**src/hw/rtl/button_debounce_long_press_events_macros.svh**
```systemverilog
`ifndef BUTTON_DEBOUNCE_LONG_PRESS_EVENTS_MACROS_SVH
`define BUTTON_DEBOUNCE_LONG_PRESS_EVENTS_MACROS_SVH

// same-cycle implication, checked on clk while out of reset
`define BDLP_ASSERT_IMP(label, ante, cons, msg) \
  label: assert property (@(posedge clk) disable iff (!rst_n) (ante) |-> (cons)) \
    else $error(msg);

// next-cycle implication
`define BDLP_ASSERT_NXT(label, ante, cons, msg) \
  label: assert property (@(posedge clk) disable iff (!rst_n) (ante) |=> (cons)) \
    else $error(msg);

`endif

```
**src/hw/rtl/bdlp_pkg.sv**
```systemverilog
package bdlp_pkg;

  localparam int DATA_W   = 32;
  localparam int ADDR_W   = 4;
  localparam int FIRST_W  = 16;
  localparam int REPEAT_W = 14;
  localparam int RC_W     = 4;

  localparam logic [1:0] REG_LP_ENABLE   = 2'd0;
  localparam logic [1:0] REG_REPEAT_MODE = 2'd1;
  localparam logic [1:0] REG_FIRST_HOLD  = 2'd2;
  localparam logic [1:0] REG_REPEAT_TICKS = 2'd3;

  localparam logic [FIRST_W-1:0]  FIRST_HOLD_RESET   = 16'd100;
  localparam logic [REPEAT_W-1:0] REPEAT_TICKS_RESET = 14'd10;

  localparam logic [RC_W-1:0] FAST_EVENTS   = 4'd5;
  localparam logic [RC_W-1:0] MEDIUM_EVENTS = 4'd15;

  localparam logic [1:0] AMP_X4_SH = 2'd2;
  localparam logic [1:0] AMP_X2_SH = 2'd1;
  localparam logic [1:0] AMP_X1_SH = 2'd0;

  typedef struct packed {
    logic accept;
    logic down;
    logic was_up;
    logic enable;
    logic repeat_mode;
  } btn_ctl_t;

  typedef struct packed {
    logic single;
    logic rep;
    logic lng;
  } btn_evt_t;

endpackage

```
**src/hw/rtl/bdlp_if.sv**
```systemverilog
interface bdlp_in_if #(parameter int BUTTONS = 2);
  logic               valid;
  logic               ready;
  logic [BUTTONS-1:0] raw_buttons;

  modport source (output valid, output raw_buttons, input ready);
  modport sink (input valid, input raw_buttons, output ready);
endinterface

interface bdlp_out_if #(parameter int BUTTONS = 2);
  logic               valid;
  logic               ready;
  logic [BUTTONS-1:0] debounced_buttons;
  logic [BUTTONS-1:0] single_press;
  logic [BUTTONS-1:0] repeat_press;
  logic [BUTTONS-1:0] long_hold;

  modport source (output valid, output debounced_buttons, output single_press,
                  output repeat_press, output long_hold, input ready);
  modport sink (input valid, input debounced_buttons, input single_press,
                input repeat_press, input long_hold, output ready);
endinterface

```
**src/hw/rtl/bdlp_btn.sv**
```systemverilog
module bdlp_btn
  import bdlp_pkg::*;
#(
  parameter int COUNT_WIDTH = 16
) (
  input  logic                clk,
  input  logic                rst_n,
  input  btn_ctl_t            ctl,
  input  logic [FIRST_W-1:0]  first_hold,
  input  logic [REPEAT_W-1:0] repeat_ticks,
  output btn_evt_t            evt
);

  localparam int EW = (COUNT_WIDTH > FIRST_W) ? COUNT_WIDTH : FIRST_W;
  localparam logic [COUNT_WIDTH-1:0] CNT_MAX = '1;

  logic [COUNT_WIDTH-1:0] cnt_r, cnt_nxt, lim_r, lim_nxt;
  logic                   done_r, done_nxt;
  logic [RC_W-1:0]        rc_r, rc_nxt;

  logic [COUNT_WIDTH-1:0] base_cnt, base_lim, inc, first_lim, rep_lim;
  logic                   base_done, hit;
  logic [RC_W-1:0]        base_rc;
  logic [1:0]             amp_sh;
  logic [FIRST_W-1:0]     rep_scaled;
  logic [EW-1:0]          first_ext, rep_ext;

  always_comb begin
    base_cnt  = ctl.was_up ? '0 : cnt_r;
    base_done = ctl.was_up ? 1'b0 : done_r;
    base_rc   = ctl.was_up ? '0 : rc_r;

    // limits saturate at the counter range
    first_ext = EW'(first_hold);
    first_lim = (first_ext > EW'(CNT_MAX)) ? CNT_MAX : first_ext[COUNT_WIDTH-1:0];
    base_lim  = ctl.was_up ? first_lim : lim_r;

    if (base_rc < FAST_EVENTS) begin
      amp_sh = AMP_X4_SH;
    end else if (base_rc < MEDIUM_EVENTS) begin
      amp_sh = AMP_X2_SH;
    end else begin
      amp_sh = AMP_X1_SH;
    end
    rep_scaled = FIRST_W'(repeat_ticks) << amp_sh;
    rep_ext    = EW'(rep_scaled);
    rep_lim    = (rep_ext > EW'(CNT_MAX)) ? CNT_MAX : rep_ext[COUNT_WIDTH-1:0];

    inc = (base_cnt == CNT_MAX) ? CNT_MAX : base_cnt + 1'b1;
    hit = (inc >= base_lim);

    cnt_nxt  = cnt_r;
    lim_nxt  = lim_r;
    done_nxt = done_r;
    rc_nxt   = rc_r;
    evt      = '0;

    if (ctl.down) begin
      if (!ctl.enable) begin
        evt.single = ctl.was_up;
      end else begin
        cnt_nxt  = inc;
        lim_nxt  = base_lim;
        done_nxt = base_done;
        rc_nxt   = base_rc;
        if (ctl.repeat_mode) begin
          if (hit) begin
            evt.rep = 1'b1;
            cnt_nxt = '0;
            lim_nxt = rep_lim;
            if (base_rc < MEDIUM_EVENTS) begin
              rc_nxt = base_rc + RC_W'(1);
            end
          end
        end else if (!base_done) begin
          if (hit) begin
            evt.lng  = 1'b1;
            done_nxt = 1'b1;
          end
        end else begin
          cnt_nxt = '0;
        end
      end
    end else begin
      evt.single = ctl.enable && !ctl.was_up && !done_r;
    end
  end

  always_ff @(posedge clk) begin
    if (!rst_n) begin
      cnt_r  <= '0;
      lim_r  <= '0;
      done_r <= 1'b0;
      rc_r   <= '0;
    end else if (ctl.accept) begin
      cnt_r  <= cnt_nxt;
      lim_r  <= lim_nxt;
      done_r <= done_nxt;
      rc_r   <= rc_nxt;
    end
  end

endmodule

```
**src/hw/rtl/button_debounce_long_press_events.sv**
```systemverilog
// Debounced push buttons with single-press, one-shot long-hold and auto-repeat
// events. Each word on in_ch is one tick of raw active-low button levels; a bit
// of the debounced level changes only when two successive raw samples agree.
// Every accepted tick gives exactly one result word on out_ch in the next cycle,
// and a tick can be taken in every cycle: the per-button counter update and
// limit compare sit between the input handshake and the result register, and
// in_ch.ready drops only while that register holds a word out_ch has not
// taken. Registers are written over the APB-style port at byte address 4*i
// (long_press_enable_mask, repeat_mode_mask, first_hold_ticks, repeat_ticks),
// pready is always high, and writes are meant only while the block is idle.
`include "button_debounce_long_press_events_macros.svh"

module button_debounce_long_press_events
  import bdlp_pkg::*;
#(
  parameter int BUTTONS     = 2,
  parameter int COUNT_WIDTH = 16
) (
  input  logic              clk,
  input  logic              rst_n,
  bdlp_in_if.sink           in_ch,
  bdlp_out_if.source        out_ch,
  input  logic              psel,
  input  logic              penable,
  input  logic              pwrite,
  input  logic [ADDR_W-1:0] paddr,
  input  logic [DATA_W-1:0] pwdata,
  output logic [DATA_W-1:0] prdata,
  output logic              pready
);

  logic [BUTTONS-1:0]  lp_en_r, rep_mode_r;
  logic [FIRST_W-1:0]  first_hold_r;
  logic [REPEAT_W-1:0] repeat_ticks_r;
  logic                cfg_wr;

  logic [BUTTONS-1:0] raw_prev_r, filt_prev_r;
  logic [BUTTONS-1:0] raw, filt;
  logic               accept;

  logic               out_valid_r;
  logic [BUTTONS-1:0] deb_r, single_r, rep_r, lng_r;
  logic [BUTTONS-1:0] single_v, rep_v, lng_v;

  // configuration port
  assign pready = 1'b1;
  assign cfg_wr = psel && penable && pwrite;

  always_ff @(posedge clk) begin
    if (!rst_n) begin
      lp_en_r        <= '1;
      rep_mode_r     <= '0;
      first_hold_r   <= FIRST_HOLD_RESET;
      repeat_ticks_r <= REPEAT_TICKS_RESET;
    end else if (cfg_wr) begin
      case (paddr[3:2])
        REG_LP_ENABLE:    lp_en_r        <= pwdata[BUTTONS-1:0];
        REG_REPEAT_MODE:  rep_mode_r     <= pwdata[BUTTONS-1:0];
        REG_FIRST_HOLD:   first_hold_r   <= pwdata[FIRST_W-1:0];
        REG_REPEAT_TICKS: repeat_ticks_r <= pwdata[REPEAT_W-1:0];
        default: ;
      endcase
    end
  end

  always_comb begin
    case (paddr[3:2])
      REG_LP_ENABLE:    prdata = DATA_W'(lp_en_r);
      REG_REPEAT_MODE:  prdata = DATA_W'(rep_mode_r);
      REG_FIRST_HOLD:   prdata = DATA_W'(first_hold_r);
      REG_REPEAT_TICKS: prdata = DATA_W'(repeat_ticks_r);
      default:          prdata = '0;
    endcase
  end

  // two-sample hysteresis filter
  assign raw    = in_ch.raw_buttons;
  assign filt   = (~filt_prev_r & raw_prev_r & raw) | (filt_prev_r & (raw_prev_r | raw));
  assign accept = in_ch.valid && in_ch.ready;
  assign in_ch.ready = !out_valid_r || out_ch.ready;

  always_ff @(posedge clk) begin
    if (!rst_n) begin
      raw_prev_r  <= '0;
      filt_prev_r <= '1;
    end else if (accept) begin
      raw_prev_r  <= raw;
      filt_prev_r <= filt;
    end
  end

  for (genvar b = 0; b < BUTTONS; b++) begin : g_btn
    btn_ctl_t ctl;
    btn_evt_t evt;

    assign ctl.accept      = accept;
    assign ctl.down        = !filt[b];
    assign ctl.was_up      = filt_prev_r[b];
    assign ctl.enable      = lp_en_r[b];
    assign ctl.repeat_mode = rep_mode_r[b];

    bdlp_btn #(.COUNT_WIDTH(COUNT_WIDTH)) u_btn (
      .clk          (clk),
      .rst_n        (rst_n),
      .ctl          (ctl),
      .first_hold   (first_hold_r),
      .repeat_ticks (repeat_ticks_r),
      .evt          (evt)
    );

    assign single_v[b] = evt.single;
    assign rep_v[b]    = evt.rep;
    assign lng_v[b]    = evt.lng;
  end

  // result register
  always_ff @(posedge clk) begin
    if (!rst_n) begin
      out_valid_r <= 1'b0;
    end else if (accept) begin
      out_valid_r <= 1'b1;
    end else if (out_ch.ready) begin
      out_valid_r <= 1'b0;
    end
  end

  always_ff @(posedge clk) begin
    if (accept) begin
      deb_r    <= filt;
      single_r <= single_v;
      rep_r    <= rep_v;
      lng_r    <= lng_v;
    end
  end

  assign out_ch.valid             = out_valid_r;
  assign out_ch.debounced_buttons = deb_r;
  assign out_ch.single_press      = single_r;
  assign out_ch.repeat_press      = rep_r;
  assign out_ch.long_hold         = lng_r;

  `BDLP_ASSERT_IMP(a_evt_excl, out_ch.valid, ((out_ch.single_press & out_ch.repeat_press) | (out_ch.single_press & out_ch.long_hold) | (out_ch.repeat_press & out_ch.long_hold)) == '0, "two events on one button")
  `BDLP_ASSERT_IMP(a_hold_evt_down, out_ch.valid, ((out_ch.repeat_press | out_ch.long_hold) & out_ch.debounced_buttons) == '0, "hold event on released button")
  `BDLP_ASSERT_NXT(a_word_lands, in_ch.valid && in_ch.ready, out_ch.valid, "accepted word not presented")
  `BDLP_ASSERT_IMP(a_stall_full, !in_ch.ready, out_ch.valid, "input stalled with empty result register")

endmodule

```
**src/flat_wrapper.sv**
```systemverilog
// flat-port wrapper written by rule: the top's interface ports become plain ports
module button_debounce_long_press_events_flat import bdlp_pkg::*;
#(
  parameter int BUTTONS     = 2,
  parameter int COUNT_WIDTH = 16
)
  (clk, rst_n, psel, penable, pwrite, paddr, pwdata, prdata, pready, in_ch_valid, in_ch_raw_buttons, in_ch_ready, out_ch_valid, out_ch_debounced_buttons, out_ch_single_press, out_ch_repeat_press, out_ch_long_hold, out_ch_ready);
  bdlp_in_if #(.BUTTONS(BUTTONS)) in_ch_i ();
  bdlp_out_if #(.BUTTONS(BUTTONS)) out_ch_i ();
  input  logic clk;
  input  logic rst_n;
  input  logic psel;
  input  logic penable;
  input  logic pwrite;
  input  logic [ADDR_W-1:0] paddr;
  input  logic [DATA_W-1:0] pwdata;
  output logic [DATA_W-1:0] prdata;
  output logic pready;
  input wire logic [$bits(in_ch_i.valid)-1:0] in_ch_valid;
  input wire logic [$bits(in_ch_i.raw_buttons)-1:0] in_ch_raw_buttons;
  output wire logic [$bits(in_ch_i.ready)-1:0] in_ch_ready;
  output wire logic [$bits(out_ch_i.valid)-1:0] out_ch_valid;
  output wire logic [$bits(out_ch_i.debounced_buttons)-1:0] out_ch_debounced_buttons;
  output wire logic [$bits(out_ch_i.single_press)-1:0] out_ch_single_press;
  output wire logic [$bits(out_ch_i.repeat_press)-1:0] out_ch_repeat_press;
  output wire logic [$bits(out_ch_i.long_hold)-1:0] out_ch_long_hold;
  input wire logic [$bits(out_ch_i.ready)-1:0] out_ch_ready;
  assign in_ch_i.valid = in_ch_valid;
  assign in_ch_i.raw_buttons = in_ch_raw_buttons;
  assign in_ch_ready = in_ch_i.ready;
  assign out_ch_valid = out_ch_i.valid;
  assign out_ch_debounced_buttons = out_ch_i.debounced_buttons;
  assign out_ch_single_press = out_ch_i.single_press;
  assign out_ch_repeat_press = out_ch_i.repeat_press;
  assign out_ch_long_hold = out_ch_i.long_hold;
  assign out_ch_i.ready = out_ch_ready;
  button_debounce_long_press_events #(.BUTTONS(BUTTONS), .COUNT_WIDTH(COUNT_WIDTH)) u_core (.clk(clk), .rst_n(rst_n), .in_ch(in_ch_i), .out_ch(out_ch_i), .psel(psel), .penable(penable), .pwrite(pwrite), .paddr(paddr), .pwdata(pwdata), .prdata(prdata), .pready(pready));
endmodule
```
**config.mk**
```make
export PLATFORM = sky130hd
export DESIGN_NAME = button_debounce_long_press_events_flat
export DESIGN_NICKNAME = d
export VERILOG_FILES = /design/src/hw/rtl/bdlp_pkg.sv /design/src/hw/rtl/bdlp_if.sv /design/src/hw/rtl/bdlp_btn.sv /design/src/hw/rtl/button_debounce_long_press_events.sv /design/src/flat_wrapper.sv
export VERILOG_INCLUDE_DIRS = /design/src /design/src/hw/rtl
export SDC_FILE = /design/constraint.sdc
export NUM_CORES = 1
export LEC_CHECK = 0
export CORE_MARGIN = 2
export CORE_UTILIZATION = 35
export CTS_BUF_LIST = sky130_fd_sc_hd__clkbuf_8
export CTS_CLUSTER_SIZE = 40
export DETAILED_ROUTE_END_ITERATION = 16
export DONT_BUFFER_PORTS = 1
export PLACE_DENSITY = 0.52
export SLEW_MARGIN = 20
export SYNTH_ARGS = -nofsm -noshare
export SYNTH_HDL_FRONTEND = slang
export SYNTH_SLANG_ARGS = --single-unit
export TNS_END_PERCENT = 10
```
**constraint.sdc**
```tcl
create_clock -name clk -period 9.86 [get_ports clk]
set_clock_uncertainty 0.2 [all_clocks]
set_input_delay 0 -clock clk [delete_from_list [all_inputs] [get_ports clk]]
set_output_delay 0 -clock clk [all_outputs]
set_load 0.01 [all_outputs]
```
## Yosys cells after proc, flatten, opt, wreduce, memory -nomap -nowiden

Cells that the tools add are included.

- Bits in registers: 121
- Bits in latches: 0
- Bits in writable memories: 0
- Memory bits (read-only): 0
- Input bits: 45
- Output and inout port bits: 43
- Logic and storage cells: 124
- Memories: 0

- $add $sub $neg: 4
- Multipliers: 0
- Divide/modulo/power cells: 0
- Magnitude comparators: 9
- Equality and inequality tests: 5
- Shift-type cells: 2
- Mux-type cells: 46
- Bitwise gates (word level): 12
- Reduce and logical (&&, ||, !) cells: 25

Operators with widths:

| cell | number |
|---|---|
| $mux W16 | 19 |
| $pmux W32 S4 | 1 |
| $gt A16 B16 Y1 const B | 3 |
| $add A16 B1 Y16 const B | 2 |
| $eq A16 B16 Y1 const B | 2 |
| $ge A16 B16 Y1 | 2 |
| $mux W4 | 8 |
| $shl A14 B2 Y16 | 2 |
| $mux W1 | 16 |
| $add A4 B1 Y4 const B | 2 |
| $lt A4 B3 Y1 const B | 2 |
| $lt A4 B4 Y1 const B | 2 |
| $reduce_and A2 Y1 | 4 |
| $reduce_or A4 Y1 | 2 |
| $logic_and A1 B1 Y1 | 7 |
| $and A2 B2 Y2 | 3 |
| $not A1 Y1 | 6 |
| $reduce_and A3 Y1 | 2 |
| $reduce_or A3 Y1 | 2 |
| $logic_not A1 Y1 | 5 |
| $eq A2 B2 Y1 const B | 2 |
| $mux W2 | 2 |
| $or A2 B2 Y2 | 2 |
| $eq A2 B1 Y1 const B | 1 |
| other kinds (4) | 4 |

## Longest topological paths before layout

- Depth in word-level cells: 9
- Gate-level depth with buffers: 20
- Gate-level depth less buffers: 15

## By module

A second synthesis with hierarchy kept.

- Cell total of the unflattened synthesis: 911
- Area total of the unflattened synthesis: 7968.9 um^2

By module, submodules not included:

| module | instances | cells an instance | area each (um^2) | sequential area each (um^2) |
|---|---|---|---|---|
| bdlp_btn | 2 | 344 | 2881.5 | 740.7 |
| button_debounce_long_press_events | 1 | 223 | 2205.9 | 1021.0 |

## Worst setup path before layout

OpenSTA, ideal clock, no wires.

- Path kind: flip-flop to flip-flop
- From: register u_core.filt_prev_r[1]
- To: register u_core.g_btn[1].u_btn.cnt_r[10]
- Library setup time: 0.117 ns
- Data arrival time: 3.957 ns
- Required time: 9.543 ns
- Setup slack: 5.586 ns
- Cell stages (with the launch flop): 21
- Buffers on the path: 6
- Period minus slack after synthesis: 4.274 ns
- Cell sequence: dfxtp_1 > buf_2 > buf_1 > clkbuf_1 > nor2b_1 > ha_1 > nand3_1 > nor2_1 > and3_1 > a31oi_1 > o21a_1 > ha_1 > nand4_1 > nor3_1 > o311ai_1 > a31o_2 > clkbuf_1 > and2_1 > buf_4 > buf_6 > a22o_1

- Word-level cells in the longest chain between the ends: 6
- Elaborated cells on any way between the ends: 17
- Classes of those cells: 1 x add/sub; 1 x order compare; 1 x eq/ne; 7 x mux; 6 x bitwise; 1 x reduce/logical

Ends and longest elaborated chain:

| element | RTL line | source |
|---|---|---|
| start: declaration | button_debounce_long_press_events.sv:37 | `logic [BUTTONS-1:0] raw_prev_r, filt_prev_r;` |
| start signal: assignment | button_debounce_long_press_events.sv:88 | `filt_prev_r <= filt;` |
| $mux W16 / $not A2 Y2 (equally long branches) | bdlp_btn.sv:29, button_debounce_long_press_events.sv:78 |  |
| $add A16 B1 Y16 (tied with other cells) | bdlp_btn.sv:49 | `inc = (base_cnt == CNT_MAX) ? CNT_MAX : base_cnt + 1'b1;` |
| $mux W16 / $and A2 B2 Y2 (equally long branches) | bdlp_btn.sv:49, button_debounce_long_press_events.sv:78 |  |
| $ge A16 B16 Y1 / $or A2 B2 Y2 (equally long branches) | bdlp_btn.sv:50, button_debounce_long_press_events.sv:78 |  |
| $mux W16 / $not A1 Y1 (equally long branches) | - |  |
| $mux W16 / $reduce_and A3 Y1 (equally long branches) | - |  |
| end signal: assignment | bdlp_btn.sv:96 | `cnt_r <= cnt_nxt;` |
| end: declaration | bdlp_btn.sv:17 | `logic [COUNT_WIDTH-1:0] cnt_r, cnt_nxt, lim_r, lim_nxt;` |

Parallel ways exist; a longest one is shown, timed or not.
A chain may end at the register's enable or synchronous reset.

## Final worst setup path

- From: register u_core.filt_prev_r[0]
- To: register u_core.g_btn[0].u_btn.cnt_r[9]

- Word-level cells in the longest chain between the ends: 6
- Elaborated cells on any way between the ends: 17
- Classes of those cells: 1 x add/sub; 1 x order compare; 1 x eq/ne; 7 x mux; 6 x bitwise; 1 x reduce/logical

Ends and longest elaborated chain:

| element | RTL line |
|---|---|
| $mux W16 / $not A2 Y2 (equally long branches) | bdlp_btn.sv:29, button_debounce_long_press_events.sv:78 |
| $add A16 B1 Y16 (tied with other cells) | bdlp_btn.sv:49 |
| $mux W16 / $and A2 B2 Y2 (equally long branches) | bdlp_btn.sv:49, button_debounce_long_press_events.sv:78 |
| $ge A16 B16 Y1 / $or A2 B2 Y2 (equally long branches) | bdlp_btn.sv:50, button_debounce_long_press_events.sv:78 |
| $mux W16 / $not A1 Y1 (equally long branches) | - |
| $mux W16 / $reduce_and A3 Y1 (equally long branches) | - |
| end signal: assignment | bdlp_btn.sv:96 |
| end: declaration | bdlp_btn.sv:17 |

Parallel ways exist; a longest one is shown, timed or not.

==> run_results.csv <==
group,metric,value,unit
floorplan,io_pins,88,
global_route,grt_pass1_wl,35500,µm
drt,dr.pass1.iters,5,
logic_synthesis,synthArstFlopShare,0,%
job,maxCapViolCount,0,
worst_setup_path,worstPathArrival,5.66,ns
clocking,cts_htree_levels,4,
worst_setup_path,required,10.05,ns
logic_synthesis,ys_types,67,
clocking,postCtsSetupRepairBufs,0,
worst_setup_path,path_buf_inv,3,
sta,slew_violations,0,
worst_setup_path,path_class,"reg2reg",
sta,setup_slack,4.40,ns
sta,tightestPinTransition,0.979,ns
place,place_ws,4.43,ns
sta,whs,0.00566,ns
drt,drt_wl_total,21900,µm
sta,finalSetupViolCount,0,
sta,finalSetupTns,0,ns
hold_path,worstHoldPathType,"in2out",
sta,final.min_clock_period,5.46,ns
drt,route.detailed.drc,0,
drt,drtIter0Drc,454,
global_route,antenna_found_initial,1,
drt,ant_nets,0,
clocking,cts_resized,0,
sta,max-slew-margin-rel,34.7,%
logic_synthesis,yosys_warnings,0,
floorplan,coreArea,21800,µm²
sta,rsz0062_at_grt,"no",
global_route,grt_usage,18.8,%
layout,area.growth.synth_to_final,11.3,%
worst_setup_path,crit_path_start_kind,"register",
global_route,overflow,0,
global_route,grt_start_max_net_pins,60,
logic_synthesis,synthesis.area,7720,µm²
outcome,status,"finished, final reports clean",
logic_synthesis,ys_seq_area_share,32.4,%
place,place_hpwl,14500,µm
floorplan,initial_utilization,35.5,%
clocking,cts.path.max_buffers,2,
worst_setup_path,slowest_delay,0.80,ns
worst_setup_path,critPathTopFamily,"compound AO/OA/AOI/OAI gates",
logic_synthesis,synth_area_per_cell,7.91,µm²
worst_setup_path,critPathSlowestCell,"a311oi_4",
logic_synthesis,synth-edff-count,8,
layout,finalNetCount,1050,
clocking,cts_sinks,121,
layout,final_common_cell,"nand2_1",
power_and_ir_drop,power_leakage,0.00325,µW
clocking,clock_latency,0.46,ns
floorplan,std_cell_rows,54,
logic_synthesis,syn_inst,977,
clocking,cts-hold-fix-buffers,42,
sta,finalHoldViolCount,0,
layout,drive_gt1_share,5.82,%
logic_synthesis,synth_ff_type,"dfxtp_1",
layout,final_cell_mix,"nand2_1 (165), dfxtp_1 (113), a21oi_1 (76)",
clocking,clkSlewWorstSetupHoldPaths,0.07,ns
logic_synthesis,synth-seq-cells,121,
power_and_ir_drop,pwr_density_cell,129,nW/µm²
drt,viasPerCell,5.48,
sta,max_freq,183,MHz
worst_setup_path,critPathMaxFanout,37,
global_route,first_global_vias,6491,
worst_setup_path,path_cells,"buf_4, nand2b_1, inv_1, ha_1, nand4_1, nor4_1, nand3_1, nand2_1, inv_1, ha_1, nand2b_1, a2111o_1, a32oi_1, a21oi_4, a311oi_4, a22o_1",
floorplan,fp.dieW,153,µm
drt,vias,6912,
power_and_ir_drop,ir_drop,0.0000764,V
place,routabilityCongestion,0.792,
drt,wire_per_inst,17.4,µm
place,portBuffers,0,
floorplan,dieHeight,153,µm
clocking,cts_buffers,17,
clocking,cts-root-buf,"clkbuf_8",
worst_setup_path,cp-end-kind,"register",
sta,finalCritPeriodShare,55.4,%
floorplan,fp.dieArea,23300,µm²
clocking,cts_tree,"built",
synthesized netlist by cell type (3+ instances only):
master      n  share of area [%]
a211oi_1    4               0.39
a21oi_1    76                4.9
a22o_1     30                3.4
a22oi_1    13                1.3
a311oi_1   15                1.7
a31oi_1    24                1.9
and2_1      5               0.40
and3_1     10               0.81
and4_1      5               0.57
buf_1       3               0.15
buf_2       8               0.52
buf_4      19                1.8
clkbuf_1   61                3.0
dfxtp_1   113                 29
edfxtp_1    8                3.1
ha_1       38                6.2
inv_1      21                1.0
mux2_2      4               0.58
mux2i_1    60                7.8
nand2_1   165                8.0
nand2b_1   11               0.89
nand3_1    27                1.7
nand4_1    12               0.97
nor2_1     64                3.1
nor2b_1    22                1.8
nor3_1     14               0.91
nor4_1      3               0.24
o21a_1      4               0.39
o21ai_0    46                3.0
or3_1      27                2.2
or4_1       3               0.29
xnor2_1     8               0.91
xor2_1      7               0.79
sequential cells by signal, summed over array words and instances (netlist names), 8 cells and up:
name                      count
u_core.repeat_ticks_r        14
u_core.g_btn.u_btn.cnt_r     32
u_core.g_btn.u_btn.lim_r     32
u_core.g_btn.u_btn.rc_r       8
u_core.first_hold_r          16
path summary, 6_finish.rpt:
kind	startpoint	to	slack, ns	cells past startpoint
max	u_core.filt_prev_r[0]	u_core.g_btn[0].u_btn.cnt_r[9]	4.40	16
min	paddr[3]	prdata[0]	0.006	1
max reg2reg	u_core.filt_prev_r[0]	u_core.g_btn[0].u_btn.cnt_r[9]	4.40	16
min reg2reg	u_core.g_btn[1].u_btn.lim_r[11]	u_core.g_btn[1].u_btn.lim_r[11]	0.25	2
cell families (layout without fill, tap and decap cells):
family | after synthesis | count (layout) | share of synthesized area, %
and+or+nand+nor | 384 | 384 | 23.9
AOI/OAI and AO/OA | 233 | 233 | 19.6
other | 2 | 18 | 0.0972
xor gates and xnor gates | 15 | 15 | 1.70
adders and majority gates | 40 | 40 | 6.45
buffers and inverters | 116 | 104 | 6.90
DFF | 121 | 121 | 32.4
muxes | 66 | 66 | 8.94
report_power, final:
part	switching (µW)	internal [µW]	total, µW	leakage, µW
Sequential	9.80	505	515	0.000995
Combinational	69.8	38.2	108	0.00204
Clock	217	271	489	0.000209
Total	297	814	1110	0.00325
area by class of cell:
cell class                      count  area [µm²]
Fill cell                        2268       13200
Antenna cell                        1        2.50
Timing Repair Buffer               50         480
Inverter                           22        82.6
Clock inverter                     15         183
Multi-Input combinational cell    755        4760
Sequential cell                   121        2500
Clock buffer                       17         234
Tap cell                          280         350
stage by stage:
step / utilization (%) / cell area [µm²] / std cells / power, µW
after global routing: 39.5 / 8600 / 1261 / 1160
after floorplan: - / 7780 / 992 / 607
after CTS: 39.5 / 8580 / 1260 / 1120
final: 39.5 / 8600 / 1261 / 1110
after detailed placement: 35.6 / 7750 / 1186 / 620
after global placement: 35.6 / 7750 / 1186 / 619
layer usage:
metal	vias up	GRT usage, %	wire length (µm)
met5	-	0	0
met4	0	4.67	244
met3	14	3.41	914
met2	162	28.4	9510
met1	3291	27.7	11300
li1	3445	-	-
Power figures use the tool's default switching activity.
